## src/sv/selector_number_bitmap_allocator_assert.svh

```systemverilog
// Assertion macros for the number bitmap allocator.
// Included by the controller and datapath files; depends on nothing else.
`ifndef SELECTOR_NUMBER_BITMAP_ALLOCATOR_ASSERT_SVH
`define SELECTOR_NUMBER_BITMAP_ALLOCATOR_ASSERT_SVH

`ifndef ASSERT_OFF
// Check a property at each rising edge, skipped while reset is high
`define SNBA_ASSERT(name, clk, rst, prop) \
  name: assert property (@(posedge clk) disable iff (rst) prop) \
    else $error("snba assertion failed");
// Check a property at each rising edge, reset included
`define SNBA_ASSERT_ALWAYS(name, clk, prop) \
  name: assert property (@(posedge clk) prop) \
    else $error("snba assertion failed");
`else
`define SNBA_ASSERT(name, clk, rst, prop)
`define SNBA_ASSERT_ALWAYS(name, clk, prop)
`endif

`endif

```

## src/sv/snba_pkg.sv

```systemverilog
// Shared constants, codes and control types of the number bitmap allocator.
// Used by the controller, the datapath and the top level; no dependencies.
package snba_pkg;

  // Bitmap geometry
  localparam int NUMBER_COUNT = 8192;
  localparam int WORD_BITS    = 16;
  localparam int WORD_COUNT   = (NUMBER_COUNT + WORD_BITS - 1) / WORD_BITS;
  localparam int ADDR_W       = (WORD_COUNT > 1) ? $clog2(WORD_COUNT) : 1;
  localparam int BIT_W        = $clog2(WORD_BITS);

  // Field widths
  localparam int NUM_IN_W     = 16;
  localparam int CNT_W        = NUM_IN_W + 1;
  localparam int NUM_W        = 13;
  localparam int STATUS_W     = 2;
  localparam int OUT_FIELDS_W = 2 * NUM_W + STATUS_W;
  localparam int OUT_TDATA_W  = ((OUT_FIELDS_W + 7) / 8) * 8;

  // Request kinds
  localparam logic REQ_CLAIM = 1'b0;
  localparam logic REQ_FIND  = 1'b1;

  // Result status codes
  typedef enum logic [STATUS_W-1:0] {
    ST_OK        = 2'd0,
    ST_EXHAUSTED = 2'd1,
    ST_ILLEGAL   = 2'd2
  } status_t;

  // Controller states
  typedef enum logic [2:0] {
    S_CLEAR,
    S_IDLE,
    S_LOOK,
    S_DATA,
    S_PUSH
  } state_t;

  // Commands from controller to datapath
  typedef struct packed {
    logic clear_wr;
    logic load_in;
    logic look;
    logic data;
    logic push;
  } snba_cmd_t;

  // Status from datapath to controller
  typedef struct packed {
    logic clear_last;
    logic out_free;
  } snba_stat_t;

endpackage

```

## src/sv/snba_ctrl.sv

```systemverilog
// Controller state machine of the number bitmap allocator.
// Depends on snba_pkg and the assertion macro header.
`include "selector_number_bitmap_allocator_assert.svh"

module snba_ctrl
  import snba_pkg::*;
(
  input  logic       clk,
  input  logic       rst,
  input  logic       s_tvalid,
  output logic       s_tready,
  input  snba_stat_t stat,
  output snba_cmd_t  cmd
);

  state_t state;
  state_t state_next;

  // Hold the state
  always_ff @(posedge clk) begin
    if (rst) begin
      state <= S_CLEAR;
    end else begin
      state <= state_next;
    end
  end

  // Clear after reset; per request: accept, look up, update, push result
  always_comb begin
    state_next = state;
    cmd        = '0;
    s_tready   = 1'b0;
    unique case (state)
      S_CLEAR: begin
        cmd.clear_wr = 1'b1;
        if (stat.clear_last) begin
          state_next = S_IDLE;
        end
      end
      S_IDLE: begin
        s_tready = 1'b1;
        if (s_tvalid) begin
          cmd.load_in = 1'b1;
          state_next  = S_LOOK;
        end
      end
      S_LOOK: begin
        cmd.look   = 1'b1;
        state_next = S_DATA;
      end
      S_DATA: begin
        cmd.data   = 1'b1;
        state_next = S_PUSH;
      end
      S_PUSH: begin
        if (stat.out_free) begin
          cmd.push   = 1'b1;
          state_next = S_IDLE;
        end
      end
      default: begin
        state_next = S_CLEAR;
      end
    endcase
  end

  // Reset always restarts the clearing pass with input closed
  `SNBA_ASSERT_ALWAYS(a_reset_clears, clk, rst |=> (state == S_CLEAR && !s_tready))
  // An accepted transaction always moves on to the lookup
  `SNBA_ASSERT(a_accept_to_look, clk, rst, (s_tvalid && s_tready) |=> state == S_LOOK)

endmodule

```

## config.mk

```make
export PLATFORM = sky130hd
export DESIGN_NAME = snba_ctrl
export DESIGN_NICKNAME = d
export VERILOG_FILES = /design/src/sv/snba_pkg.sv /design/src/sv/snba_ctrl.sv
export VERILOG_INCLUDE_DIRS = /design/src /design/src/sv
export SDC_FILE = /design/constraint.sdc
export NUM_CORES = 1
export LEC_CHECK = 0
export ABC_AREA = 1
export BUFFER_PORTS_ARGS = -buffer_cell sky130_fd_sc_hd__buf_2
export CAP_MARGIN = 10
export CORE_AREA = 2 2 39 41
export DETAILED_ROUTE_END_ITERATION = 8
export DIE_AREA = 0 0 41 43
export GPL_ROUTABILITY_DRIVEN = 0
export GPL_TIMING_DRIVEN = 0
export PLACE_DENSITY_LB_ADDON = 0.2
export SLEW_MARGIN = 20
export SYNTH_ARGS = -nofsm -noshare
export SYNTH_HDL_FRONTEND = slang
export SYNTH_SLANG_ARGS = --single-unit
```

## constraint.sdc

```tcl
create_clock -name clk -period 1.3 [get_ports clk]
set_input_delay 0.195 -clock clk [delete_from_list [all_inputs] [get_ports clk]]
set_output_delay 0.195 -clock clk [all_outputs]
set_load 0.05 [all_outputs]
```

==> results.tsv, run 1 <==
metric	value	unit
power	463.3	µW
drt_iter0_markers	0	
ys_seq_area_share	27.91	%
drv_cap	0	
grt_pass1_vias	218	
pwr-share-clk	35.2	%
syn_area	215.2	µm²
regMostFlops	state	
cts_buffer_depth	2	
switchingPower	185.8	µW
nNetsFinal	54	
pin_count	11	
yosysWarnings	0	
drive_gt1_share	66.67	%
syn_to_final_growth	72.09	%
avgSynthCellArea	6.330	µm²
critical_path.slowest_cell	dfxtp_2	
hold_ws	152.6	ps
cp-end-kind	output pin	
routed_via_density	3.781	
grtUsageTotal	7.129	%
ant_nets	0	
power_density	1251	mW/mm²
cp_max_fo	5	
cts_tree	yes	
die_y	43	µm
vias	242	
swShare	40.11	%
top_regs	state: 3 flops	
place.port_buffers	10	
vdd_drop_max	329.6	µV
cts-root-buf	clkbuf_4	
wl	537	µm
fin_crit	1271	ps
outcome	complete, no violations	
clkSinkCount	3	
numCtsBuffers	3	
grt_max_degree	7	
grt_remaining_overflow	0	
grt_pass1_wl	759	µm
diodes	0	
fillCellCount	158	
synth_seq_cells	3	
die_w	41	µm
initial_core_util	15.55	%
insertion_delay	230	ps
cp_cell_sequence	nor2_4, nand2_1, nor2_2, buf_6	
seq_power_share	26.5	%
fin_crit_sh	97.76	%
p_int	277.5	µW
clk_pin_slew	40	ps
mostFrequentLayoutCells	nor2_2, inv_1, nand2_1, buf_2, buf_6	
wl_per_cell	8.391	µm
antenna_found_initial	0	
power_leakage	0.1780	nW
slew_violations	0	
synth_cell_types	13	
arrival	1080	ps
netlist_instances	34	
worst_ep_required_time	1110	ps
fmax	786.8	MHz
core-area	0.001384	mm²
tightestPinTransition	245.5	ps
syn_nets	39	
remaining_drc_errors	0	
hp-class	in2reg	
rsz0062_at_grt	yes	
cpPeakStageDelay	360	ps
clock_skew	3.590	ps
p_comb_share	38.4	%
cp_top_family	flip-flops	
path_buf_inv	1	
start_kind	flop	
first_pass_iters	1	
die_area	0.001763	mm²
final-setup-viol-count	0	
slew_headroom	83.75	%
hold_viol	0	
crit_type	reg2out	
rows	14	
hpwl	408.2	µm
htree_levels	1	
largest_register_ffs	3	
==> synthesized netlist by cell type <==
cell type / count / area (µm²)
nor3_1: 1 / 5.000
inv_1: 5 / 18.77
nand2_2: 1 / 6.260
nand4_1: 1 / 6.260
dfxtp_1: 3 / 60.06
a21oi_1: 1 / 5.000
nor2_2: 4 / 25.02
inv_2: 3 / 11.26
nand2_1: 6 / 22.52
nor3_2: 1 / 10.01
nor2_1: 4 / 15.01
nand3_2: 2 / 20.02
nand3_1: 2 / 10.01
==> worst paths after layout <==
path	endpoint	depth (start not counted)	slack, ps	start
max	cmd[0]	4	30	state[1]
min	state[1]	2	150	rst
max reg2reg	state[0]	5	370	state[1]
min reg2reg	state[2]	2	580	state[2]
==> logic make-up after synthesis <==
| group | count (synthesis) | share of synthesized area, % |
|---|---|---|
| AO/OA/AOI/OAI | 1 | 2.323 |
| flip-flops | 3 | 27.91 |
| buffers and inverters | 8 | 13.95 |
| AND/OR/NAND/NOR | 22 | 55.81 |
==> repair_timing <==
item | 4_1_cts | 5_1_grt
pin swaps | 2 | 1
endpoints found under the setup margin | 5 | 5
hold buffers | 0 | 0
buffers inserted | 0 | 0
gates resized for setup | 10 | 7
==> metal layers <==
metal	up-vias	part of all wire, %	track usage [%]	wire length (µm)
met5	-	0	0	0
met4	0	0	6.000	0
met3	0	5.4	4.712	29
met2	5	56	10.00	299
met1	105	39	6.752	209
li1	132	-	-	-
==> layout make-up <==
cell class	count	area (µm²)	area share [%]
inverter	8	30.03	8.108
multi-input combinational	23	150.1	40.54
clock buffer	4	26.28	7.095
tap	16	20.02	5.405
sequential	3	66.31	17.91
timing repair buffer	10	77.57	20.95
==> through the flow <==
| stage | instance area, µm² | setup TNS [ps] | utilization (%) | worst slack [ps] | instances |
|---|---|---|---|---|---|
| after detailed placement | 295.3 | 0 | 21.34 | 139.2 | 60 |
| after floorplan | 225.2 | 0 | - | 37.26 | 34 |
| after CTS | 347.8 | -38.59 | 25.14 | -25.55 | 64 |
| after global routing | 370.4 | -35.74 | 26.76 | -22.40 | 64 |
| final | 370.4 | 0 | 26.76 | 29.07 | 64 |
| after global placement | 295.3 | 0 | 21.34 | 114.2 | 60 |
==> power groups by stage <==
stage	logic (mW)	registers (mW)	clock network [mW]
global placement	0.157	0.118	0
CTS	0.173	0.117	0.174
finish	0.178	0.123	0.163
detailed placement	0.158	0.117	0
global route	0.191	0.125	0.179
floorplan	0.127	0.114	0
No activity file was read; power rests on OpenSTA's default activity.
==> inputs of run 2 (changes only) <==
--- a/config.mk
+++ b/config.mk
@@ -11,4 +11,5 @@
 export CAP_MARGIN = 10
 export CORE_AREA = 2 2 39 41
+export CTS_CLUSTER_SIZE = 14
 export DETAILED_ROUTE_END_ITERATION = 8
 export DIE_AREA = 0 0 41 43
==> constraint.sdc (replaced) <==
create_clock -name clk -period 1.3 [get_ports clk]
set_input_delay 0.065 -clock clk [delete_from_list [all_inputs] [get_ports clk]]
set_output_delay 0.065 -clock clk [all_outputs]
set_load 0.05 [all_outputs]
==> results.tsv, run 2 (synthesis results as in run 1) <==
metric	value	unit	change
ff2ff_setup_slack	330	ps	-40 ps
reg2reg_to	state[0]		
rows	14		unchanged
top_regs	state: 3 flops		
fin_setup_tns	0	ps	unchanged
ant_nets	0		unchanged
final-setup-viol-count	0		unchanged
slew_headroom	82.01	%	-1.7 points
cts-root-buf	clkbuf_4		
fin_ws	72.93	ps	+43.86 ps
pre_cts_ws	257.8	ps	+118.6 ps
insertion_delay	230	ps	about the same
cp_top_family	simple AND/OR/NAND/NOR gates		
wl_per_cell	7.656	µm	-8.8%
tightestPinTransition	269.4	ps	+23.96 ps
crit_path_end	cmd[0]		
dp.cells	60		unchanged
die_area	0.001763	mm²	unchanged
start_kind	flop		
syn_to_final_growth	51.16	%	
power_leakage	0.1672	nW	-6.1%
grt_pass1_wl	759	µm	unchanged
grt_max_degree	7		unchanged
fmax	814.9	MHz	+3.6%
clock_skew	0.2410	ps	-3.349 ps
r2r_cells	5		unchanged
diodes	0		unchanged
first_pass_iters	2		+1
clkSinkCount	3		unchanged
grt_remaining_overflow	0		unchanged
power	434.8	µW	-6.1%
final_cell_count_no_fill	64		unchanged
vdd_drop_max	430.6	µV	+31%
routed_via_density	3.656		-3.3%
r2r-start	state[1]		
core-area	0.001384	mm²	unchanged
die_w	41	µm	unchanged
place.port_buffers	10		unchanged
hpwl	393.8	µm	-3.5%
hold_viol	0		unchanged
power_density	1337	mW/mm²	+6.8%
remaining_drc_errors	0		unchanged
cp-end-kind	output pin		
fillCellCount	161		+1.9%
hp-class	in2reg		
drv_cap	0		unchanged
outcome	complete, no violations		
place_area	290.3	µm²	-1.7%
cp_num_cells	4		unchanged
crit_type	reg2out		
final_cell_area	325.3	µm²	-12%
worst_ep_required_time	1240	ps	+130 ps
arrival	1160	ps	+80 ps
layout_commonest_cell	buf_2		
hold_buffers	0		unchanged
pin_count	11		unchanged
slew_violations	0		unchanged
die_y	43	µm	unchanged
nNetsFinal	54		unchanged
clk_pin_slew	40	ps	about the same
rsz0062_at_grt	yes		
post_cts.repair.setup_buffers	0		unchanged
grtUsageTotal	7.214	%	+0.086 points
cp_cell_sequence	nor2_2, nand2_1, nor2_1, clkbuf_4		
wl	490	µm	-8.8%
critical_path.slowest_cell	dfxtp_1		
fin_crit	1227	ps	-43.86 ps
drive_gt1_share	54.17	%	-13 points
numCtsBuffers	3		unchanged
regMostFlops	state		
cts_tree	yes		
final_util	23.51	%	-3.3 points
antenna_found_initial	0		unchanged
grt_pass1_vias	191		-12%
largest_register_ffs	3		unchanged
cpPeakStageDelay	350	ps	about the same
mostFrequentLayoutCells	buf_2, nand2_1, clkbuf_4		
hold_ws	39.11	ps	-113.5 ps
drt_iter0_markers	2		+2
cp_max_fo	5		unchanged
fin_crit_sh	94.39	%	-3.4 points
cts_buffer_depth	2		unchanged
setup.worst_path.start	state[1]		
initial_core_util	15.55	%	unchanged
vias	234		-3.3%
path_buf_inv	1		unchanged
htree_levels	1		unchanged
## run 2: cell count changes in the layout (fill, tap and decap cells not counted), moves of 2 or more
cell | previous run | this run
buf_6 | 4 | 0
clkbuf_4 | 3 | 6
nor2_1 | 1 | 4
buf_2 | 5 | 7
dfxtp_1 | 0 | 2
nor2_4 | 2 | 0
## run 2: final cells by class
| cell class | count | area [µm²] | share of cell area, % |
|---|---|---|---|
| well taps | 16 | 20.02 | 6.154 |
| flip-flops and latches | 3 | 61.31 | 18.85 |
| multi-input cells | 23 | 130.1 | 40.00 |
| repair buffers | 10 | 57.56 | 17.69 |
| clock buffers | 4 | 26.28 | 8.077 |
| inverters | 8 | 30.03 | 9.231 |
## run 2: per-layer routing
layer,routed length (µm),track usage [%]
met2,226,8.125
met5,0,0
met1,233,7.987
met3,20,3.141
met4,8,10.00
## run 2: timing repair
| item | in CTS | in global routing |
|---|---|---|
| setup endpoints to repair | 0 | 3 |
| resized for setup | 0 | 4 |
| hold endpoints to repair | 0 | 0 |
## run 2: power breakdown
part,switching [mW],leakage [nW],total [mW],internal (mW)
clock network,0.0466,0.0150,0.162,0.115
registers,0.0148,0.0248,0.116,0.102
logic,0.112,0.127,0.157,0.0447
total,0.174,0.167,0.435,0.261
## run 2: worst min path at each step
| stage | slack, ps | cells past startpoint | to | start |
|---|---|---|---|---|
| 2_1_floorplan | 130 | 1 | state[2] | rst |
| 3_3_place_gp | 280 | 2 | state[2] | rst |
| 3_5_place_dp | 280 | 2 | state[1] | rst |
| 4_1_cts | 40 | 2 | state[1] | rst |
| 5_1_grt | 30 | 2 | state[1] | rst |
| 6_report | 40 | 2 | state[1] | rst |
==> inputs of run 3 (changes only) <==
--- a/config.mk
+++ b/config.mk
@@ -7,5 +7,4 @@
 export NUM_CORES = 1
 export LEC_CHECK = 0
-export ABC_AREA = 1
 export BUFFER_PORTS_ARGS = -buffer_cell sky130_fd_sc_hd__buf_2
 export CAP_MARGIN = 10
@@ -17,4 +16,5 @@
 export GPL_TIMING_DRIVEN = 0
 export PLACE_DENSITY_LB_ADDON = 0.2
+export REMOVE_ABC_BUFFERS = 1
 export SLEW_MARGIN = 20
 export SYNTH_ARGS = -nofsm -noshare
==> constraint.sdc (replaced) <==
create_clock -name clk -period 1.3 [get_ports clk]
set_input_delay 0.065 -clock clk [delete_from_list [all_inputs] [get_ports clk]]
set_output_delay 0.065 -clock clk [all_outputs]
set_load 0.02 [all_outputs]
==> results.tsv, run 3 <==
metric	value	unit	change
synthAdderAreaFrac	0	%	unchanged
synth_seq_cells	3		unchanged
first_pass_iters	3		+1
drive_gt1_share	52.94	%	-1.2 points
diodes	0		unchanged
cts-root-buf	clkbuf_4		
avgSynthCellArea	8.699	µm²	+37%
rsz0062_at_grt	no		
cts_buffer_depth	2		unchanged
synth.most_common_cell	nor2_1		
arrival	1130	ps	-30 ps
clkSinkCount	3		unchanged
wl	439	µm	-10%
yosysWarnings	0		unchanged
cts_resized	1		+1
core-area	0.001384	mm²	unchanged
drt_iter0_markers	3		+1
final_cell_count_no_fill	50		-22%
final-setup-viol-count	0		unchanged
hold_buffers	0		unchanged
cp_max_fo	8		+3
pin_count	11		unchanged
regMostFlops	state		
switchingPower	92.12	µW	-47%
mostFrequentLayoutCells	buf_2, nor2_1, clkbuf_4		
insertion_delay	230	ps	about the same
die_w	41	µm	unchanged
grt_max_degree	10		+3
pwr-share-clk	48.8	%	+12 points
hold_viol	0		unchanged
start_kind	flop		
power_leakage	0.1272	nW	-24%
clock_skew	1.756	ps	+1.515 ps
p_int	242.9	µW	-7.0%
grtUsageTotal	6.219	%	-1.0 points
cp_cell_sequence	nor2_1, and2_2, buf_2		
hold_ws	24.12	ps	-15.00 ps
vdd_drop_max	266.6	µV	-38%
synth-main-ff-cell	dfxtp_1		
nNetsFinal	40		-26%
cp_top_family	flip-flops		
seq_power_share	32.9	%	+6.1 points
numCtsBuffers	3		unchanged
slew_violations	0		unchanged
yosysTopAreaCell	dfxtp_1		
dp.cells	46		-23%
hp-class	in2reg		
antenna_found_initial	0		unchanged
synthMuxAreaShare	6.164	%	+6.2 points
wl_per_cell	8.780	µm	+15%
power_density	1223	mW/mm²	-8.5%
syn_area	182.7	µm²	-15%
swShare	27.50	%	-12 points
grt_remaining_overflow	0		unchanged
syn_to_final_growth	50.00	%	
die_area	0.001763	mm²	unchanged
clk_pin_slew	40	ps	about the same
async_flop_share	0	%	unchanged
remaining_drc_errors	0		unchanged
synth_top_family_by_area	simple AND/OR/NAND/NOR gates		
netlist.area_leader.share	32.88	%	+5.0 points
final_cell_area	274.0	µm²	-16%
routed_via_density	3.900		+6.7%
pre_cts_ws	230.9	ps	-26.88 ps
synth_compound_area_share	5.479	%	+3.2 points
fin_crit	1196	ps	-31.15 ps
grt_pass1_wl	683	µm	-10%
place.port_buffers	10		unchanged
worst_ep_required_time	1240	ps	about the same
post_cts.repair.setup_buffers	0		unchanged
ant_nets	0		unchanged
cts_tree	yes		
p_comb_share	18.3	%	-18 points
layout_commonest_cell	buf_2		
cp-end-kind	output pin		
grt_pass1_vias	167		-13%
power	335.0	µW	-23%
fin_crit_sh	91.99	%	-2.4 points
path_buf_inv	1		unchanged
ys_seq_area_share	32.88	%	+5.0 points
fmax	836.2	MHz	+2.6%
largest_register_ffs	3		unchanged
drv_cap	0		unchanged
outcome	complete, no violations		
synth_simple_gate_area_share	49.32	%	-6.5 points
critical_path.slowest_cell	dfxtp_1		
ys_top_cells_by_count	nor2_1, dfxtp_1, nor3_1, nor4b_1		
slew_headroom	81.59	%	-0.43 points
crit_type	reg2out		
synth_area_leaders	dfxtp_1, nor4b_1, nor2_1		
cpPeakStageDelay	470	ps	+120 ps
vias	195		-17%
synth_cell_types	14		+1
fin_ws	104.1	ps	+31.15 ps
place_area	241.5	µm²	-17%
die_y	43	µm	unchanged
hpwl	317.6	µm	-19%
netlist_instances	21		-38%
tightestPinTransition	272.3	ps	+2.934 ps
top_regs	state: 3 flops		
initial_core_util	13.20	%	-2.4 points
rows	14		unchanged
htree_levels	1		unchanged
synth-xor-area-share	0	%	unchanged
synth_edf_count	0		unchanged
run 3: changes by cell type in the layout (fill, tap and decap cells not counted), moves of 3 or more:
cell      previous run  this run
inv_1                5         0
nand2_1              6         1
nor2_2               4         0
clkbuf_4             6         3
inv_2                3         0
buf_2                7        10
run 3: worst paths after layout:
path         cells after the start        to  slack, ps     start
max                              3    cmd[2]        100  state[2]
min                              2  state[0]         20       rst
max reg2reg                      2  state[1]        280  state[1]
min reg2reg                      1  state[1]        610  state[2]
run 3: kinds of logic (layout without fill, tap and decap cells):
logic type,count (synthesis),in the layout
and+or+nand+nor,14,14
buffers and inverters,1,14
muxes,1,1
DFF,3,3
AOI/OAI and AO/OA,2,2
run 3: power groups by stage:
stage	Clock, mW	Sequential [mW]	Combinational [mW]
2_1_floorplan	0	0.108	0.0398
3_3_place_gp	0	0.110	0.0613
3_5_place_dp	0	0.110	0.0606
4_1_cts	0.174	0.109	0.0620
5_1_grt	0.178	0.112	0.0691
6_report	0.164	0.110	0.0612
run 3: stage by stage:
stage | utilization [%] | TNS [ps]
floorplan | - | -81.78
global placement | 17.45 | 0
detailed placement | 17.45 | 0
CTS | 19.71 | 0
global route | 19.80 | 0
finish | 19.80 | 0
run 3: layout make-up:
type,instances,area [µm²]
Fill cell,158,1110
Multi-Input combinational cell,17,116.4
Sequential cell,3,61.31
Timing Repair Buffer,10,50.05
Clock buffer,4,26.28
Tap cell,16,20.02
run 3: layer usage:
layer	GRT usage [%]	routed length (µm)
met1	7.692	213
met2	6.250	152
met3	6.283	74
met4	4.000	0
met5	0	0
run 3: worst reg2reg max path: stages, from the launching register on:
cell and delay, ps:
dfxtp_1 460, mux2_2 370, nor3_1 120
